`config.mk`:
```
export PLATFORM = sky130hd
export DESIGN_NAME = tach_pulse_rpm_filter_flat
export DESIGN_NICKNAME = d
export VERILOG_FILES = /design/src/design/tpr_pkg.sv /design/src/design/tpr_if.sv /design/src/design/tpr_div.sv /design/src/design/tpr_mul.sv /design/src/design/tach_pulse_rpm_filter.sv /design/src/flat_wrapper.sv
export SDC_FILE = /design/constraint.sdc
export NUM_CORES = 2
export LEC_CHECK = 0
export ABC_AREA = 1
export BUFFER_PORTS_ARGS = -buffer_cell sky130_fd_sc_hd__buf_4
export CAP_MARGIN = 20
export CORE_ASPECT_RATIO = 1.2
export CORE_MARGIN = 10
export CORE_UTILIZATION = 44
export DETAILED_ROUTE_END_ITERATION = 8
export PLACE_DENSITY_LB_ADDON = 0.2
export SETUP_SLACK_MARGIN = 0.15
export SLEW_MARGIN = 0
export SYNTH_ARGS = -nofsm -noshare
export SYNTH_HDL_FRONTEND = slang
export SYNTH_SLANG_ARGS = --single-unit
```
`constraint.sdc`:
```
create_clock -name clk -period 12.85 [get_ports clk]
set_clock_uncertainty 0.15 [all_clocks]
set_input_delay 0.6425 -clock clk [delete_from_list [all_inputs] [get_ports clk]]
set_output_delay 0.6425 -clock clk [all_outputs]
set_load 0.02 [all_outputs]
```
`src/design/tpr_pkg.sv`:
```
package tpr_pkg;
  localparam int TimeW  = 32;
  localparam int RpmW   = 24;
  localparam int RatioW = 16;
  localparam int CntW   = 32;
  localparam int CfgIdxW = 4;
  localparam int CfgDataW = 32;
  localparam int ProdW  = RpmW + RatioW;

  localparam logic [7:0] CONFIRM_PULSES = 8'd2;
  localparam logic [RatioW-1:0] CONFIRM_TOLERANCE_Q16 = 16'd6554;

  localparam logic [CfgIdxW-1:0] CFG_MIN_PULSE   = 4'd0;
  localparam logic [CfgIdxW-1:0] CFG_TIMEOUT     = 4'd1;
  localparam logic [CfgIdxW-1:0] CFG_NUMERATOR   = 4'd2;
  localparam logic [CfgIdxW-1:0] CFG_MAX_RPM     = 4'd3;
  localparam logic [CfgIdxW-1:0] CFG_MIN_ENGINE  = 4'd4;
  localparam logic [CfgIdxW-1:0] CFG_LOW_RATIO   = 4'd5;
  localparam logic [CfgIdxW-1:0] CFG_HIGH_RATIO  = 4'd6;
  localparam logic [CfgIdxW-1:0] CFG_ALPHA       = 4'd7;

  localparam logic CMD_EDGE = 1'b0;
  localparam logic CMD_EVAL = 1'b1;

  typedef struct packed {
    logic start;
    logic done;
  } div_ctl_t;
endpackage

```
`src/design/tpr_if.sv`:
```
interface tpr_in_if;
  logic                      valid;
  logic                      ready;
  logic                      command;
  logic [tpr_pkg::TimeW-1:0] time_us;
  modport source (output valid, command, time_us, input ready);
  modport sink (input valid, command, time_us, output ready);
endinterface

interface tpr_out_if;
  logic                     valid;
  logic                     ready;
  logic [tpr_pkg::RpmW-1:0] filtered_rpm;
  logic [tpr_pkg::RpmW-1:0] raw_rpm;
  logic                     signal_present;
  logic [tpr_pkg::TimeW-1:0] period_us;
  logic [tpr_pkg::CntW-1:0] pulse_count;
  logic [tpr_pkg::CntW-1:0] rejected_pulse_count;
  logic [tpr_pkg::CntW-1:0] rejected_reading_count;
  logic [tpr_pkg::CntW-1:0] low_spike_count;
  logic [tpr_pkg::CntW-1:0] high_spike_count;
  logic [tpr_pkg::CntW-1:0] zero_drop_count;
  logic [tpr_pkg::RpmW-1:0] min_accepted_rpm;
  logic [tpr_pkg::RpmW-1:0] max_accepted_rpm;
  modport source (output valid, filtered_rpm, raw_rpm, signal_present, period_us,
    pulse_count, rejected_pulse_count, rejected_reading_count, low_spike_count,
    high_spike_count, zero_drop_count, min_accepted_rpm, max_accepted_rpm, input ready);
  modport sink (input valid, filtered_rpm, raw_rpm, signal_present, period_us,
    pulse_count, rejected_pulse_count, rejected_reading_count, low_spike_count,
    high_spike_count, zero_drop_count, min_accepted_rpm, max_accepted_rpm, output ready);
endinterface

interface tpr_cfg_if;
  logic                         valid;
  logic                         ready;
  logic [tpr_pkg::CfgIdxW-1:0]  index;
  logic [tpr_pkg::CfgDataW-1:0] data;
  modport source (output valid, index, data, input ready);
  modport sink (input valid, index, data, output ready);
endinterface

```
`src/design/tpr_div.sv`:
```
module tpr_div (
  input  logic                      clk,
  input  logic                      rst_n,
  input  tpr_pkg::div_ctl_t         ctl_in,
  input  logic [tpr_pkg::TimeW-1:0] num,
  input  logic [tpr_pkg::TimeW-1:0] den,
  output logic                      done,
  output logic [tpr_pkg::TimeW-1:0] quo
);
  import tpr_pkg::*;

  localparam int StepW = $clog2(TimeW);

  logic             busy_r, busy_nxt;
  logic             done_r, done_nxt;
  logic [StepW-1:0] step_r, step_nxt;
  logic [TimeW:0]   rem_r, rem_nxt;
  logic [TimeW-1:0] quo_r, quo_nxt;
  logic [TimeW-1:0] den_r, den_nxt;
  logic [TimeW:0]   shifted;
  logic [TimeW:0]   diff;

  // restoring division, one quotient bit per cycle; quotient shifts in from the numerator
  always_comb begin
    busy_nxt = busy_r;
    done_nxt = 1'b0;
    step_nxt = step_r;
    rem_nxt  = rem_r;
    quo_nxt  = quo_r;
    den_nxt  = den_r;
    shifted  = {rem_r[TimeW-1:0], quo_r[TimeW-1]};
    diff     = shifted - {1'b0, den_r};
    if (ctl_in.start) begin
      busy_nxt = 1'b1;
      step_nxt = '0;
      rem_nxt  = '0;
      quo_nxt  = num;
      den_nxt  = den;
    end else if (busy_r) begin
      if (!diff[TimeW]) begin
        rem_nxt = diff;
        quo_nxt = {quo_r[TimeW-2:0], 1'b1};
      end else begin
        rem_nxt = shifted;
        quo_nxt = {quo_r[TimeW-2:0], 1'b0};
      end
      step_nxt = step_r + 1'b1;
      if (step_r == StepW'(TimeW - 1)) begin
        busy_nxt = 1'b0;
        done_nxt = 1'b1;
      end
    end
  end

  always_ff @(posedge clk) begin
    if (!rst_n) begin
      busy_r <= 1'b0;
      done_r <= 1'b0;
      step_r <= '0;
    end else begin
      busy_r <= busy_nxt;
      done_r <= done_nxt;
      step_r <= step_nxt;
    end
    rem_r <= rem_nxt;
    quo_r <= quo_nxt;
    den_r <= den_nxt;
  end

  assign done = done_r;
  assign quo  = quo_r;
endmodule

```
`src/design/tpr_mul.sv`:
```
module tpr_mul (
  input  logic                       clk,
  input  logic [tpr_pkg::RpmW-1:0]   a,
  input  logic [tpr_pkg::RatioW-1:0] b,
  output logic [tpr_pkg::ProdW-1:0]  prod
);
  import tpr_pkg::*;

  logic [ProdW-1:0] prod_r;

  always_ff @(posedge clk) begin
    prod_r <= ProdW'(a) * ProdW'(b);
  end

  assign prod = prod_r;
endmodule

```
`src/design/tach_pulse_rpm_filter.sv`:
```
// Channel   Dir  Payload
// in_ch     in   command (0 edge, 1 evaluate), time_us
// out_ch    out  filtered/raw rpm, presence, period, counters, min/max rpm
// cfg_ch    in   index (register 0..7), data; always ready
//
// An edge item is taken in idle and leaves no result.
// An evaluate item that divides runs from its accept through the bit-serial
// divider (rpm_numerator / period), then through steps on one shared,
// registered 24x16 multiplier for the spike, agreement and EMA math. With no
// signal or no period it skips the divider. No new item is taken until the
// block is back in idle.
// Synchronous active-low reset sets config to defaults and state to zero.
// The result sits in an output register; the block waits only if it is
// still untaken when the next result is ready.
module tach_pulse_rpm_filter (
  input logic clk,
  input logic rst_n,
  tpr_in_if.sink    in_ch,
  tpr_out_if.source out_ch,
  tpr_cfg_if.sink   cfg_ch
);
  import tpr_pkg::*;

  localparam logic [3:0] S_IDLE      = 4'd0;
  localparam logic [3:0] S_DIV       = 4'd1;
  localparam logic [3:0] S_POST      = 4'd2;
  localparam logic [3:0] S_MUL_LOW   = 4'd3;
  localparam logic [3:0] S_MUL_HIGH  = 4'd4;
  localparam logic [3:0] S_AGREE     = 4'd5;
  localparam logic [3:0] S_ACC       = 4'd6;
  localparam logic [3:0] S_MED       = 4'd7;
  localparam logic [3:0] S_EMA_ISSUE = 4'd8;
  localparam logic [3:0] S_EMA       = 4'd9;
  localparam logic [3:0] S_MINMAX    = 4'd10;
  localparam logic [3:0] S_OUT       = 4'd11;

  localparam logic [RpmW-1:0] RpmMax = '1;
  localparam logic [CntW-1:0] CntMax = '1;

  function automatic logic [RpmW-1:0] median3(input logic [RpmW-1:0] a0,
                                              input logic [RpmW-1:0] b0,
                                              input logic [RpmW-1:0] c0);
    logic [RpmW-1:0] a, b, c, t;
    a = a0; b = b0; c = c0;
    if (a > b) begin t = a; a = b; b = t; end
    if (b > c) begin t = b; b = c; c = t; end
    if (a > b) begin t = a; a = b; b = t; end
    return b;
  endfunction

  function automatic logic [CntW-1:0] sat_inc(input logic [CntW-1:0] v);
    return (v == CntMax) ? v : v + 1'b1;
  endfunction

  // configuration
  logic [19:0]       min_pulse_r;
  logic [TimeW-1:0]  timeout_r, numer_r;
  logic [RpmW-1:0]   max_rpm_r, min_engine_r;
  logic [RatioW-1:0] low_ratio_r, high_ratio_r, alpha_r;

  // state
  logic [3:0]        state_r, state_nxt;
  logic [TimeW-1:0]  last_edge_r, last_edge_nxt;
  logic              edge_seen_r, edge_seen_nxt;
  logic [TimeW-1:0]  period_r, period_nxt;
  logic [CntW-1:0]   edges_r, edges_nxt;
  logic [CntW-1:0]   chatter_r, chatter_nxt;
  logic [CntW-1:0]   edges_eval_r, edges_eval_nxt;
  logic [RpmW-1:0]   smooth_r, smooth_nxt;
  logic [RpmW-1:0]   win_r [3];
  logic [RpmW-1:0]   win_nxt [3];
  logic [1:0]        fill_r, fill_nxt;
  logic [1:0]        slot_r, slot_nxt;
  logic [RpmW-1:0]   guess_r, guess_nxt;
  logic [7:0]        agree_cnt_r, agree_cnt_nxt;
  logic [CntW-1:0]   bad_r, bad_nxt;
  logic [CntW-1:0]   low_steps_r, low_steps_nxt;
  logic [CntW-1:0]   high_steps_r, high_steps_nxt;
  logic [CntW-1:0]   zero_drops_r, zero_drops_nxt;
  logic [RpmW-1:0]   lowest_r, lowest_nxt;
  logic [RpmW-1:0]   highest_r, highest_nxt;

  // per-evaluate working registers
  logic              present_r, present_nxt;
  logic [TimeW-1:0]  q_r, q_nxt;
  logic [RpmW-1:0]   prev_r, prev_nxt;
  logic              low_r, low_nxt;
  logic              reseed_r, reseed_nxt;
  logic [RpmW-1:0]   fin_r, fin_nxt;
  logic              out_valid_r, out_valid_nxt;

  // output payload
  logic [RpmW-1:0]   o_filt_r, o_raw_r, o_min_r, o_max_r;
  logic              o_present_r;
  logic [TimeW-1:0]  o_period_r;
  logic [CntW-1:0]   o_edges_r, o_chatter_r, o_bad_r, o_low_r, o_high_r, o_zero_r;
  logic              load_out;

  // shared units
  div_ctl_t          div_ctl;
  logic              div_done;
  logic [TimeW-1:0]  div_quo;
  logic [RpmW-1:0]   mul_a;
  logic [RatioW-1:0] mul_b;
  logic [ProdW-1:0]  prod;

  logic              in_acc;
  logic [TimeW-1:0]  gap;
  logic [TimeW-1:0]  age;
  logic [RpmW-1:0]   m24;
  logic [ProdW-1:0]  scaled;
  logic [RpmW-1:0]   step_diff;
  logic              agree;
  logic [7:0]        cnt_new;
  logic [1:0]        idx;
  logic [RpmW-1:0]   fin_c;
  logic [RpmW-1:0]   ema_d;
  logic [ProdW-1:0]  ema_sum;
  logic [RpmW-1:0]   ema_step;

  tpr_div u_div (
    .clk    (clk),
    .rst_n  (rst_n),
    .ctl_in (div_ctl),
    .num    (numer_r),
    .den    (period_r),
    .done   (div_done),
    .quo    (div_quo)
  );

  tpr_mul u_mul (
    .clk  (clk),
    .a    (mul_a),
    .b    (mul_b),
    .prod (prod)
  );

  assign in_ch.ready  = (state_r == S_IDLE);
  assign cfg_ch.ready = 1'b1;
  assign in_acc       = in_ch.valid && in_ch.ready;
  assign gap          = in_ch.time_us - last_edge_r;
  assign age          = in_ch.time_us - last_edge_r;
  assign m24          = q_r[RpmW-1:0];
  assign scaled       = ProdW'({m24, 8'd0});
  assign step_diff    = (m24 > guess_r) ? m24 - guess_r : guess_r - m24;
  assign idx          = (slot_r > 2'd2) ? 2'd0 : slot_r;
  assign fin_c        = (fill_r == 2'd3) ? median3(win_r[0], win_r[1], win_r[2]) : m24;
  assign ema_d        = (fin_r >= smooth_r) ? fin_r - smooth_r : smooth_r - fin_r;
  assign ema_sum      = prod + ProdW'(32768);
  assign ema_step     = ema_sum[RatioW +: RpmW];

  always_comb begin
    state_nxt      = state_r;
    last_edge_nxt  = last_edge_r;
    edge_seen_nxt  = edge_seen_r;
    period_nxt     = period_r;
    edges_nxt      = edges_r;
    chatter_nxt    = chatter_r;
    edges_eval_nxt = edges_eval_r;
    smooth_nxt     = smooth_r;
    win_nxt        = win_r;
    fill_nxt       = fill_r;
    slot_nxt       = slot_r;
    guess_nxt      = guess_r;
    agree_cnt_nxt  = agree_cnt_r;
    bad_nxt        = bad_r;
    low_steps_nxt  = low_steps_r;
    high_steps_nxt = high_steps_r;
    zero_drops_nxt = zero_drops_r;
    lowest_nxt     = lowest_r;
    highest_nxt    = highest_r;
    present_nxt    = present_r;
    q_nxt          = q_r;
    prev_nxt       = prev_r;
    low_nxt        = low_r;
    reseed_nxt     = reseed_r;
    fin_nxt        = fin_r;
    out_valid_nxt  = out_valid_r;
    load_out       = 1'b0;
    div_ctl        = '0;
    div_ctl.done   = div_done;
    mul_a          = smooth_r;
    mul_b          = low_ratio_r;
    agree          = 1'b0;
    cnt_new        = agree_cnt_r;

    if (out_valid_r && out_ch.ready) out_valid_nxt = 1'b0;

    unique case (state_r)
      S_IDLE: begin
        if (in_acc) begin
          if (in_ch.command == CMD_EDGE) begin
            if (!edge_seen_r || gap >= TimeW'(min_pulse_r)) begin
              if (edge_seen_r) period_nxt = gap;
              last_edge_nxt = in_ch.time_us;
              edge_seen_nxt = 1'b1;
              edges_nxt     = edges_r + 1'b1;
            end else begin
              chatter_nxt = sat_inc(chatter_r);
            end
          end else begin
            present_nxt = edge_seen_r && (age <= timeout_r);
            prev_nxt    = smooth_r;
            reseed_nxt  = 1'b0;
            q_nxt       = '0;
            if (edge_seen_r && (age <= timeout_r) && period_r != '0) begin
              div_ctl.start = 1'b1;
              state_nxt     = S_DIV;
            end else begin
              state_nxt = S_POST;
            end
          end
        end
      end
      S_DIV: begin
        if (div_done) begin
          q_nxt     = div_quo;
          state_nxt = S_POST;
        end
      end
      S_POST: begin
        state_nxt = S_OUT;
        if (!present_r) begin
          smooth_nxt    = '0;
          fill_nxt      = '0;
          slot_nxt      = '0;
          guess_nxt     = '0;
          agree_cnt_nxt = '0;
        end else if (edges_r != edges_eval_r && q_r != '0) begin
          if (q_r > TimeW'(max_rpm_r)) begin
            guess_nxt     = '0;
            agree_cnt_nxt = '0;
            bad_nxt       = sat_inc(bad_r);
          end else if (smooth_r > min_engine_r) begin
            mul_a     = smooth_r;
            mul_b     = low_ratio_r;
            state_nxt = S_MUL_LOW;
          end else begin
            guess_nxt     = '0;
            agree_cnt_nxt = '0;
            state_nxt     = S_ACC;
          end
        end
      end
      S_MUL_LOW: begin
        low_nxt   = scaled < prod;
        mul_a     = smooth_r;
        mul_b     = high_ratio_r;
        state_nxt = S_MUL_HIGH;
      end
      S_MUL_HIGH: begin
        if (low_r || scaled > prod) begin
          if (low_r) low_steps_nxt = sat_inc(low_steps_r);
          else high_steps_nxt = sat_inc(high_steps_r);
          mul_a     = guess_r;
          mul_b     = CONFIRM_TOLERANCE_Q16;
          state_nxt = S_AGREE;
        end else begin
          guess_nxt     = '0;
          agree_cnt_nxt = '0;
          state_nxt     = S_ACC;
        end
      end
      S_AGREE: begin
        agree = (agree_cnt_r != '0) && (guess_r != '0) &&
                ({step_diff, 16'd0} <= prod);
        if (agree) begin
          cnt_new = (agree_cnt_r == 8'hFF) ? agree_cnt_r : agree_cnt_r + 1'b1;
          guess_nxt = guess_r;
        end else begin
          cnt_new   = 8'd1;
          guess_nxt = m24;
        end
        agree_cnt_nxt = cnt_new;
        if (cnt_new >= CONFIRM_PULSES) begin
          reseed_nxt    = 1'b1;
          guess_nxt     = '0;
          agree_cnt_nxt = '0;
          state_nxt     = S_ACC;
        end else begin
          bad_nxt   = sat_inc(bad_r);
          state_nxt = S_OUT;
        end
      end
      S_ACC: begin
        if (reseed_r) begin
          win_nxt[0] = m24;
          win_nxt[1] = m24;
          win_nxt[2] = m24;
          fill_nxt   = 2'd1;
          slot_nxt   = 2'd1;
          smooth_nxt = m24;
          fin_nxt    = m24;
          state_nxt  = S_MINMAX;
        end else begin
          win_nxt[idx] = m24;
          slot_nxt     = (idx == 2'd2) ? 2'd0 : idx + 2'd1;
          if (fill_r < 2'd3) fill_nxt = fill_r + 2'd1;
          state_nxt = S_MED;
        end
      end
      S_MED: begin
        fin_nxt = fin_c;
        if (smooth_r == '0) begin
          smooth_nxt = fin_c;
          state_nxt  = S_MINMAX;
        end else begin
          state_nxt = S_EMA_ISSUE;
        end
      end
      S_EMA_ISSUE: begin
        mul_a     = ema_d;
        mul_b     = alpha_r;
        state_nxt = S_EMA;
      end
      S_EMA: begin
        if (fin_r >= smooth_r) smooth_nxt = smooth_r + ema_step;
        else smooth_nxt = smooth_r - ema_step;
        state_nxt = S_MINMAX;
      end
      S_MINMAX: begin
        if (lowest_r == '0 || fin_r < lowest_r) lowest_nxt = fin_r;
        if (fin_r > highest_r) highest_nxt = fin_r;
        state_nxt = S_OUT;
      end
      S_OUT: begin
        if (!out_valid_r || out_ch.ready) begin
          load_out       = 1'b1;
          out_valid_nxt  = 1'b1;
          edges_eval_nxt = edges_r;
          if (prev_r > min_engine_r && smooth_r == '0)
            zero_drops_nxt = sat_inc(zero_drops_r);
          state_nxt = S_IDLE;
        end
      end
      default: state_nxt = S_IDLE;
    endcase
  end

  always_ff @(posedge clk) begin
    if (!rst_n) begin
      min_pulse_r  <= 20'd1000;
      timeout_r    <= 32'd500000;
      numer_r      <= 32'd3932160000;
      max_rpm_r    <= 24'd2560000;
      min_engine_r <= 24'd76800;
      low_ratio_r  <= 16'd128;
      high_ratio_r <= 16'd512;
      alpha_r      <= 16'd19661;
    end else if (cfg_ch.valid && cfg_ch.ready) begin
      unique case (cfg_ch.index)
        CFG_MIN_PULSE:  min_pulse_r  <= cfg_ch.data[19:0];
        CFG_TIMEOUT:    timeout_r    <= cfg_ch.data;
        CFG_NUMERATOR:  numer_r      <= cfg_ch.data;
        CFG_MAX_RPM:    max_rpm_r    <= cfg_ch.data[RpmW-1:0];
        CFG_MIN_ENGINE: min_engine_r <= cfg_ch.data[RpmW-1:0];
        CFG_LOW_RATIO:  low_ratio_r  <= cfg_ch.data[RatioW-1:0];
        CFG_HIGH_RATIO: high_ratio_r <= cfg_ch.data[RatioW-1:0];
        CFG_ALPHA:      alpha_r      <= cfg_ch.data[RatioW-1:0];
        default: ;
      endcase
    end
  end

  always_ff @(posedge clk) begin
    if (!rst_n) begin
      state_r      <= S_IDLE;
      last_edge_r  <= '0;
      edge_seen_r  <= 1'b0;
      period_r     <= '0;
      edges_r      <= '0;
      chatter_r    <= '0;
      edges_eval_r <= '0;
      smooth_r     <= '0;
      win_r[0]     <= '0;
      win_r[1]     <= '0;
      win_r[2]     <= '0;
      fill_r       <= '0;
      slot_r       <= '0;
      guess_r      <= '0;
      agree_cnt_r  <= '0;
      bad_r        <= '0;
      low_steps_r  <= '0;
      high_steps_r <= '0;
      zero_drops_r <= '0;
      lowest_r     <= '0;
      highest_r    <= '0;
      out_valid_r  <= 1'b0;
    end else begin
      state_r      <= state_nxt;
      last_edge_r  <= last_edge_nxt;
      edge_seen_r  <= edge_seen_nxt;
      period_r     <= period_nxt;
      edges_r      <= edges_nxt;
      chatter_r    <= chatter_nxt;
      edges_eval_r <= edges_eval_nxt;
      smooth_r     <= smooth_nxt;
      win_r        <= win_nxt;
      fill_r       <= fill_nxt;
      slot_r       <= slot_nxt;
      guess_r      <= guess_nxt;
      agree_cnt_r  <= agree_cnt_nxt;
      bad_r        <= bad_nxt;
      low_steps_r  <= low_steps_nxt;
      high_steps_r <= high_steps_nxt;
      zero_drops_r <= zero_drops_nxt;
      lowest_r     <= lowest_nxt;
      highest_r    <= highest_nxt;
      out_valid_r  <= out_valid_nxt;
    end
    present_r <= present_nxt;
    q_r       <= q_nxt;
    prev_r    <= prev_nxt;
    low_r     <= low_nxt;
    reseed_r  <= reseed_nxt;
    fin_r     <= fin_nxt;
  end

  // result register; zero-drop and the raw clamp are folded in at load
  always_ff @(posedge clk) begin
    if (load_out) begin
      o_filt_r    <= smooth_r;
      o_raw_r     <= (q_r > TimeW'(RpmMax)) ? RpmMax : q_r[RpmW-1:0];
      o_present_r <= present_r;
      o_period_r  <= period_r;
      o_edges_r   <= edges_r;
      o_chatter_r <= chatter_r;
      o_bad_r     <= bad_r;
      o_low_r     <= low_steps_r;
      o_high_r    <= high_steps_r;
      o_zero_r    <= zero_drops_nxt;
      o_min_r     <= lowest_r;
      o_max_r     <= highest_r;
    end
  end

  assign out_ch.valid                  = out_valid_r;
  assign out_ch.filtered_rpm           = o_filt_r;
  assign out_ch.raw_rpm                = o_raw_r;
  assign out_ch.signal_present         = o_present_r;
  assign out_ch.period_us              = o_period_r;
  assign out_ch.pulse_count            = o_edges_r;
  assign out_ch.rejected_pulse_count   = o_chatter_r;
  assign out_ch.rejected_reading_count = o_bad_r;
  assign out_ch.low_spike_count        = o_low_r;
  assign out_ch.high_spike_count       = o_high_r;
  assign out_ch.zero_drop_count        = o_zero_r;
  assign out_ch.min_accepted_rpm       = o_min_r;
  assign out_ch.max_accepted_rpm       = o_max_r;

  // the divider is only kicked from idle
  a_div_from_idle: assert property (@(posedge clk) disable iff (!rst_n)
    div_ctl.start |-> state_r == S_IDLE)
    else $error("divider started outside idle");

  // a confirmed step always reseeds and clears the guess and the agree count
  a_agree_cleared: assert property (@(posedge clk) disable iff (!rst_n)
    state_r == S_IDLE |-> agree_cnt_r < CONFIRM_PULSES)
    else $error("agree count left at confirm level");

  // a result loads only from the final step
  a_load_state: assert property (@(posedge clk) disable iff (!rst_n)
    load_out |=> out_ch.valid && state_r == S_IDLE)
    else $error("result load out of sequence");
endmodule

```
`src/flat_wrapper.sv`:
```
// flat-port wrapper written by rule: the top's interface ports become plain ports
module tach_pulse_rpm_filter_flat import tpr_pkg::*;
  (clk, rst_n, in_ch_valid, in_ch_command, in_ch_time_us, in_ch_ready, out_ch_valid, out_ch_filtered_rpm, out_ch_raw_rpm, out_ch_signal_present, out_ch_period_us, out_ch_pulse_count, out_ch_rejected_pulse_count, out_ch_rejected_reading_count, out_ch_low_spike_count, out_ch_high_spike_count, out_ch_zero_drop_count, out_ch_min_accepted_rpm, out_ch_max_accepted_rpm, out_ch_ready, cfg_ch_valid, cfg_ch_index, cfg_ch_data, cfg_ch_ready);
  tpr_in_if in_ch_i ();
  tpr_out_if out_ch_i ();
  tpr_cfg_if cfg_ch_i ();
  input logic clk;
  input logic rst_n;
  input wire logic [$bits(in_ch_i.valid)-1:0] in_ch_valid;
  input wire logic [$bits(in_ch_i.command)-1:0] in_ch_command;
  input wire logic [$bits(in_ch_i.time_us)-1:0] in_ch_time_us;
  output wire logic [$bits(in_ch_i.ready)-1:0] in_ch_ready;
  output wire logic [$bits(out_ch_i.valid)-1:0] out_ch_valid;
  output wire logic [$bits(out_ch_i.filtered_rpm)-1:0] out_ch_filtered_rpm;
  output wire logic [$bits(out_ch_i.raw_rpm)-1:0] out_ch_raw_rpm;
  output wire logic [$bits(out_ch_i.signal_present)-1:0] out_ch_signal_present;
  output wire logic [$bits(out_ch_i.period_us)-1:0] out_ch_period_us;
  output wire logic [$bits(out_ch_i.pulse_count)-1:0] out_ch_pulse_count;
  output wire logic [$bits(out_ch_i.rejected_pulse_count)-1:0] out_ch_rejected_pulse_count;
  output wire logic [$bits(out_ch_i.rejected_reading_count)-1:0] out_ch_rejected_reading_count;
  output wire logic [$bits(out_ch_i.low_spike_count)-1:0] out_ch_low_spike_count;
  output wire logic [$bits(out_ch_i.high_spike_count)-1:0] out_ch_high_spike_count;
  output wire logic [$bits(out_ch_i.zero_drop_count)-1:0] out_ch_zero_drop_count;
  output wire logic [$bits(out_ch_i.min_accepted_rpm)-1:0] out_ch_min_accepted_rpm;
  output wire logic [$bits(out_ch_i.max_accepted_rpm)-1:0] out_ch_max_accepted_rpm;
  input wire logic [$bits(out_ch_i.ready)-1:0] out_ch_ready;
  input wire logic [$bits(cfg_ch_i.valid)-1:0] cfg_ch_valid;
  input wire logic [$bits(cfg_ch_i.index)-1:0] cfg_ch_index;
  input wire logic [$bits(cfg_ch_i.data)-1:0] cfg_ch_data;
  output wire logic [$bits(cfg_ch_i.ready)-1:0] cfg_ch_ready;
  assign in_ch_i.valid = in_ch_valid;
  assign in_ch_i.command = in_ch_command;
  assign in_ch_i.time_us = in_ch_time_us;
  assign in_ch_ready = in_ch_i.ready;
  assign out_ch_valid = out_ch_i.valid;
  assign out_ch_filtered_rpm = out_ch_i.filtered_rpm;
  assign out_ch_raw_rpm = out_ch_i.raw_rpm;
  assign out_ch_signal_present = out_ch_i.signal_present;
  assign out_ch_period_us = out_ch_i.period_us;
  assign out_ch_pulse_count = out_ch_i.pulse_count;
  assign out_ch_rejected_pulse_count = out_ch_i.rejected_pulse_count;
  assign out_ch_rejected_reading_count = out_ch_i.rejected_reading_count;
  assign out_ch_low_spike_count = out_ch_i.low_spike_count;
  assign out_ch_high_spike_count = out_ch_i.high_spike_count;
  assign out_ch_zero_drop_count = out_ch_i.zero_drop_count;
  assign out_ch_min_accepted_rpm = out_ch_i.min_accepted_rpm;
  assign out_ch_max_accepted_rpm = out_ch_i.max_accepted_rpm;
  assign out_ch_i.ready = out_ch_ready;
  assign cfg_ch_i.valid = cfg_ch_valid;
  assign cfg_ch_i.index = cfg_ch_index;
  assign cfg_ch_i.data = cfg_ch_data;
  assign cfg_ch_ready = cfg_ch_i.ready;
  tach_pulse_rpm_filter u_core (.clk(clk), .rst_n(rst_n), .in_ch(in_ch_i), .out_ch(out_ch_i), .cfg_ch(cfg_ch_i));
endmodule
```
**After elaboration in Yosys (flattened, before gate mapping)**

Index checks and enable logic that the tools add are counted.

- Magnitude comparators: 21
- Bitwise logic cells: 9
- Mux-type cells: 96
- Reductions and logical operators: 60
- Equality and inequality tests: 45
- $mul: 1
- Add/subtract/negate cells: 19

Operators with widths:

| cell | number |
|---|---|
| 24-bit two-way mux | 20 |
| 32-bit two-way mux | 15 |
| 32-bit by 1-bit adder with 32-bit output (second input constant) | 6 |
| 24-bit greater-than comparator | 7 |
| 32-bit equality test (second input constant) | 5 |
| 32-bit case mux with 2 select lines | 2 |
| 24-bit subtractor | 5 |
| 24-bit case mux with 2 select lines | 2 |
| 24-bit case mux with 4 select lines | 1 |
| 72-bit bitwise mux | 1 |
| 72-bit two-way mux | 1 |
| 8-bit two-way mux | 9 |
| 24-bit case mux with 3 select lines | 1 |
| 32-bit nonzero test | 2 |
| 24-bit demux with 2-bit select | 1 |
| 24-bit zero test | 2 |
| 16-bit case mux with 3 select lines | 1 |
| 4-bit case mux with 12 select lines | 1 |
| 40-bit by 16-bit adder with 40-bit output (second input constant) | 1 |
| 32-bit by 40-bit greater-than comparator with 1-bit output | 1 |
| 40-bit less-or-equal comparator | 1 |
| 32-bit by 40-bit less-than comparator with 1-bit output | 1 |
| 24-bit by 16-bit multiplier with 40-bit output | 1 |
| 4-bit two-way mux | 9 |
| 54 further kinds | 155 |

- Register bits after elaboration: 1,201
- Logic and storage cells: 306
- Output and inout port bits: 324
- Bits of input ports: 74

**Depth between registers and ports, before layout**

- Depth after elaboration: 9
- Mapped depth: 50
- Depth with buffers taken out: 46

**Hierarchy**

Synthesis repeated with hierarchy kept, for this count alone.

- Cell total of the unflattened synthesis: 11,184
- Area, all modules: 82,860.7 µm²

Modules (own cells, without submodules):

| module | cells an instance | sequential area each (µm²) | area an instance (µm²) | instances |
|---|---|---|---|---|
| tach_pulse_rpm_filter | 8,217 | 25,224.2 | 61,736.7 | 1 |
| tpr_mul | 1,930 | 800.8 | 14,243.7 | 1 |
| tpr_div | 1,037 | 2,702.6 | 6,880.3 | 1 |

**Least setup slack after synthesis**

OpenSTA, ideal clock, no wires.

- Path kind: reg-to-reg
- Start point: reg u_core.state_r[3]
- End point: reg u_core.edges_eval_r[16]
- Arrival: 10.165 ns
- Setup slack: 2.033 ns
- Cell stages (with the launch flop): 9
- Path buffers: 1
- Period minus slack after synthesis: 10.817 ns
- Required time: 12.198 ns
- Setup time: 0.502 ns
- Cell sequence: dfxtp_1 inv_1 nor2_1 inv_2 nor2_2 inv_1 nor2_2 clkbuf_1 a21oi_1

- Cells in the longest elaborated chain, start to end: 2

RTL lines:

| item | RTL line | text |
|---|---|---|
| start, declared | tach_pulse_rpm_filter.sv:62 | `logic [3:0] state_r, state_nxt;` |
| start signal, assigned | tach_pulse_rpm_filter.sv:390 | `state_r <= state_nxt;` |
| 4-bit equality test | tach_pulse_rpm_filter.sv:189 | `unique case (state_r)` |
| 2-bit AND reduction (no line) | n/a |  |
| end signal, assigned | tach_pulse_rpm_filter.sv:396 | `edges_eval_r <= edges_eval_nxt;` |
| end, declared | tach_pulse_rpm_filter.sv:68 | `logic [CntW-1:0] edges_eval_r, edges_eval_nxt;` |

Every way passes these cells.
A chain may end at the register's enable or synchronous reset.

**Final worst setup path**

- Start point: reg u_core.smooth_r[0]
- End point: reg u_core.u_mul.prod_r[36], in the netlist u_core.u_mul.prod[36]

- Cells in the longest elaborated chain, start to end: 4
- Elaborated cells between the ends (all ways): 7
- Those cells by class: 2 x add/sub; 1 x mul; 1 x order compare; 3 x mux

RTL lines:

| item | RTL line | text |
|---|---|---|
| start, declared | tach_pulse_rpm_filter.sv:69 | `logic [RpmW-1:0] smooth_r, smooth_nxt;` |
| start signal, assigned | tach_pulse_rpm_filter.sv:397 | `smooth_r <= smooth_nxt;` |
| 24-bit subtractor or 24-bit greater-or-equal comparator (tied branches) | tach_pulse_rpm_filter.sv:148 | `assign ema_d = (fin_r >= smooth_r) ? fin_r - smooth_r : smooth_r - fin_r;` |
| 24-bit two-way mux | tach_pulse_rpm_filter.sv:148 |  |
| 24-bit case mux with 2 select lines (*) | tach_pulse_rpm_filter.sv:189 |  |
| 24-bit by 16-bit multiplier with 40-bit output (*) | tpr_mul.sv:12 | `prod_r <= ProdW'(a) * ProdW'(b);` |
| end signal, assigned | tpr_mul.sv:12 |  |
| end, declared | tpr_mul.sv:9 | `logic [ProdW-1:0] prod_r;` |

Mark *: on every way between the ends. The rest lies on a longest branch, timed or not.

==> metrics.yaml <==
fillers: 18200
r2r_slack_ns: 2.86
fin_area_sq_mm: 0.0923
gr-total-overflow: 0
r2r-start: "u_core.smooth_r[0]$_SDFFE_PN0P_"
place_inst: 13400
slew_viol_final: 0
arrival_ns: 10.57
status: "completed"
drt-wirelength-per-cell_um: 22.3
drc: 0
num_rows: 173
place_area_sq_mm: 0.0871
antenna_found_initial: 6
min-delay-start: "cfg_ch_data[10]"
worst_pin_slew_ns: 1.12
required_ns: 13.43
synthesis.nets: 11800
synth-edff-count: 468
numPortBuffers: 396
critPathKind: "reg2reg"
cp_common_cell: "nand2_1"
hpwl_mm: 238
numCtsBuffers: 133
post_cts_buffers: 0
fin_nets: 12100
clk_pin_slew_ns: 0.06
grt_pass1_vias: 71500
ys.flop_type: "dfxtp_1"
vias: 74900
cts_tree: "built"
clockBufferDepth: 3
core_area_sq_mm: 0.185
final_cell_mix: "nand2_1, inv_1, nor2_1, a21oi_1, dfxtp_1"
syn_avg_cell_area_sq_um: 7.56
ioPinCount: 398
gp_congestion: 1.00
viasPerCell: 5.47
grt_max_degree: 172
yosys_register_bits: 1201
drt_iter0_drc: 6647
hp-class: "in2reg"
whs_ns: 0.0556
peakVddDrop_uv: 313
cts_root_buffer: "clkbuf_16"
fin_crit_ns: 9.99
wl_mm: 305
rsz0062_at_grt: "false"
r2r_cells: 39
tns_ns: 0
hold_viol: 0
crit_fanout: 39
top_register: "u_core.win_r"
power_density_mw_per_mm2: 157
syn_area_sq_mm: 0.0816
drt-pass1-iter-count: 8
yosys_warnings: 0
r2r-end: "u_core.u_mul.prod[36]$_DFF_P_"
holdPathEnd: "u_core.high_ratio_r[10]$_SDFFE_PN0P_"
initial_core_util_pct: 44.1
max_stage_delay_ns: 0.73
async_flop_share_pct: 0
clk-insertion-delay-late_ns: 0.83
leakage_nw: 40.8
synthDistinctLibCells: 74
grt_pass1_wl_mm: 451
fmax_mhz: 100
clock_sinks: 1201
die_w_um: 413
crit_path_start_kind: "flip-flop"
crit_path_top_delay_cell: "nand4_1"
syn_inst: 10800
final_common_cell: "nand2_1"
fin_crit_sh_pct: 77.7
setup_viol: 0
areaGrowthSynthToFinish_pct: 13.2
largest_reg_flops: 72
cap_violations: 0
end_kind: "flip-flop"
fp.dieH_um: 492
dieArea_sq_mm: 0.203
instances_no_fill: 13700
slew-limit-headroom_pct: 25.6
drtAntennaViolNets: 0
ys_seq_area_share_pct: 35.2
grt_use_total_pct: 29.0
whs_path_depth: 3
utilization_pct: 49.9
final_layout_size_suffix_gt1_share_pct: 7.72
htreeDepth: 4
[worst max-delay path by stage]
stage / cells past startpoint / startpoint / endpoint
3_5_place_dp: 37 / u_core.smooth_r[12]$_SDFFE_PN0P_ / u_core.u_mul.prod[36]$_DFF_P_
2_1_floorplan: 8 / u_core.state_r[3]$_SDFFE_PN0P_ / u_core.edges_eval_r[16]$_SDFFE_PN0P_
5_1_grt: 37 / u_core.smooth_r[0]$_SDFFE_PN0P_ / u_core.u_mul.prod[27]$_DFF_P_
4_1_cts: 39 / u_core.smooth_r[0]$_SDFFE_PN0P_ / u_core.u_mul.prod[36]$_DFF_P_
3_3_place_gp: 41 / u_core.smooth_r[0]$_SDFFE_PN0P_ / u_core.u_mul.prod[36]$_DFF_P_
6_report: 39 / u_core.smooth_r[0]$_SDFFE_PN0P_ / u_core.u_mul.prod[36]$_DFF_P_
[where the power goes]
part           leakage (nW)  switching (mW)  internal [mW]
combinational          28.3            4.40           1.76
sequential             10.3           0.168           4.16
clock                  2.24            1.74           2.28
total                  40.8            6.31           8.20
[cell families (layout without fill, tap and decap cells)]
| kind of cell | count (synthesis) | after routing | share of synthesized area [%] |
|---|---|---|---|
| DFF | 1201 | 1201 | 35.2 |
| buffers and inverters | 2016 | 2460 | 9.53 |
| muxes | 1 | 1 | 0.0123 |
| xor gates and xnor gates | 286 | 286 | 3.07 |
| AOI/OAI and AO/OA | 1802 | 1802 | 11.9 |
| adders and majority gates | 912 | 912 | 16.9 |
| and+or+nand+nor | 4564 | 4564 | 23.4 |
| other | 1 | 9 | 0.00460 |
[worst max-delay path: cells and delay by family (launching register included)]
kind	cells	cell delay, ns
compound gates	3	0.63
buf+inv	7	0.89
fa+ha+maj	9	4.28
flops	1	0.59
simple gates	19	3.20
xor+xnor	1	0.13
[repair_timing]
action                     in CTS  in global routing
gates resized for setup         0                  0
hold endpoints to repair       73                  0
setup endpoints to repair       0                  0
hold buffers                   53                  0
[final cells by class]
class                   instances  area, sq um  share of cell area (%)
repair buffers                565         4530                    4.91
clock inverters                78          900                   0.975
multi-input cells            7566        45100                    48.9
clock buffers                 170         3720                    4.03
inverters                    1647         6190                    6.71
diodes                          8         20.0                  0.0217
well taps                    2450         3070                    3.32
flip-flops and latches       1201        28700                    31.1
[per-layer routing]
metal  track usage, %  vias to the layer above  share of wire (%)
met5                0                        -             0.0052
met4             12.1                        2                4.7
met3             4.18                      551                7.4
met2             46.5                     2844                 45
met1             39.0                    35800                 43
li1                 -                    35800                  -
[synthesized netlist by cell type, types with 5 or more instances]
cell type | number | area, sq um
nor4_1 | 77 | 482
a221oi_1 | 5 | 43.8
a21oi_2 | 7 | 61.3
nand3b_1 | 11 | 82.6
inv_2 | 43 | 161
nand2_1 | 2385 | 8950
ha_1 | 599 | 7490
xor2_1 | 223 | 1950
nor2_2 | 14 | 87.6
o2111ai_2 | 5 | 75.1
o22ai_1 | 10 | 62.6
a21boi_0 | 11 | 82.6
a211oi_1 | 17 | 128
buf_2 | 92 | 460
o2111ai_1 | 10 | 87.6
xnor2_1 | 63 | 552
or2_2 | 14 | 87.6
o211ai_1 | 52 | 390
a21o_1 | 31 | 233
nor2_1 | 1097 | 4120
o21ai_0 | 639 | 3200
buf_1 | 15 | 56.3
clkbuf_1 | 244 | 916
edfxtp_1 | 468 | 14100
o21bai_1 | 27 | 203
buf_4 | 7 | 52.6
and2_1 | 6 | 37.5
nand3_1 | 536 | 2680
o21ai_2 | 9 | 78.8
and3_1 | 15 | 93.8
a21oi_1 | 860 | 4300
o21a_1 | 20 | 150
a22oi_1 | 6 | 45.0
buf_6 | 6 | 67.6
nand4_1 | 222 | 1390
fa_1 | 313 | 6270
nor3_1 | 152 | 761
dfxtp_1 | 733 | 14700
inv_1 | 1600 | 6010
a31oi_1 | 20 | 125
nand2_2 | 10 | 62.6
o21ai_1 | 51 | 255
[through the flow]
stage	setup WS, ns	power [mW]
floorplan	2.03	8.19
global placement	3.13	10.3
detailed placement	3.00	10.4
CTS	3.00	14.5
global route	2.36	15.3
finish	2.86	14.5
Note: power is estimated with default switching activity, not from simulation.
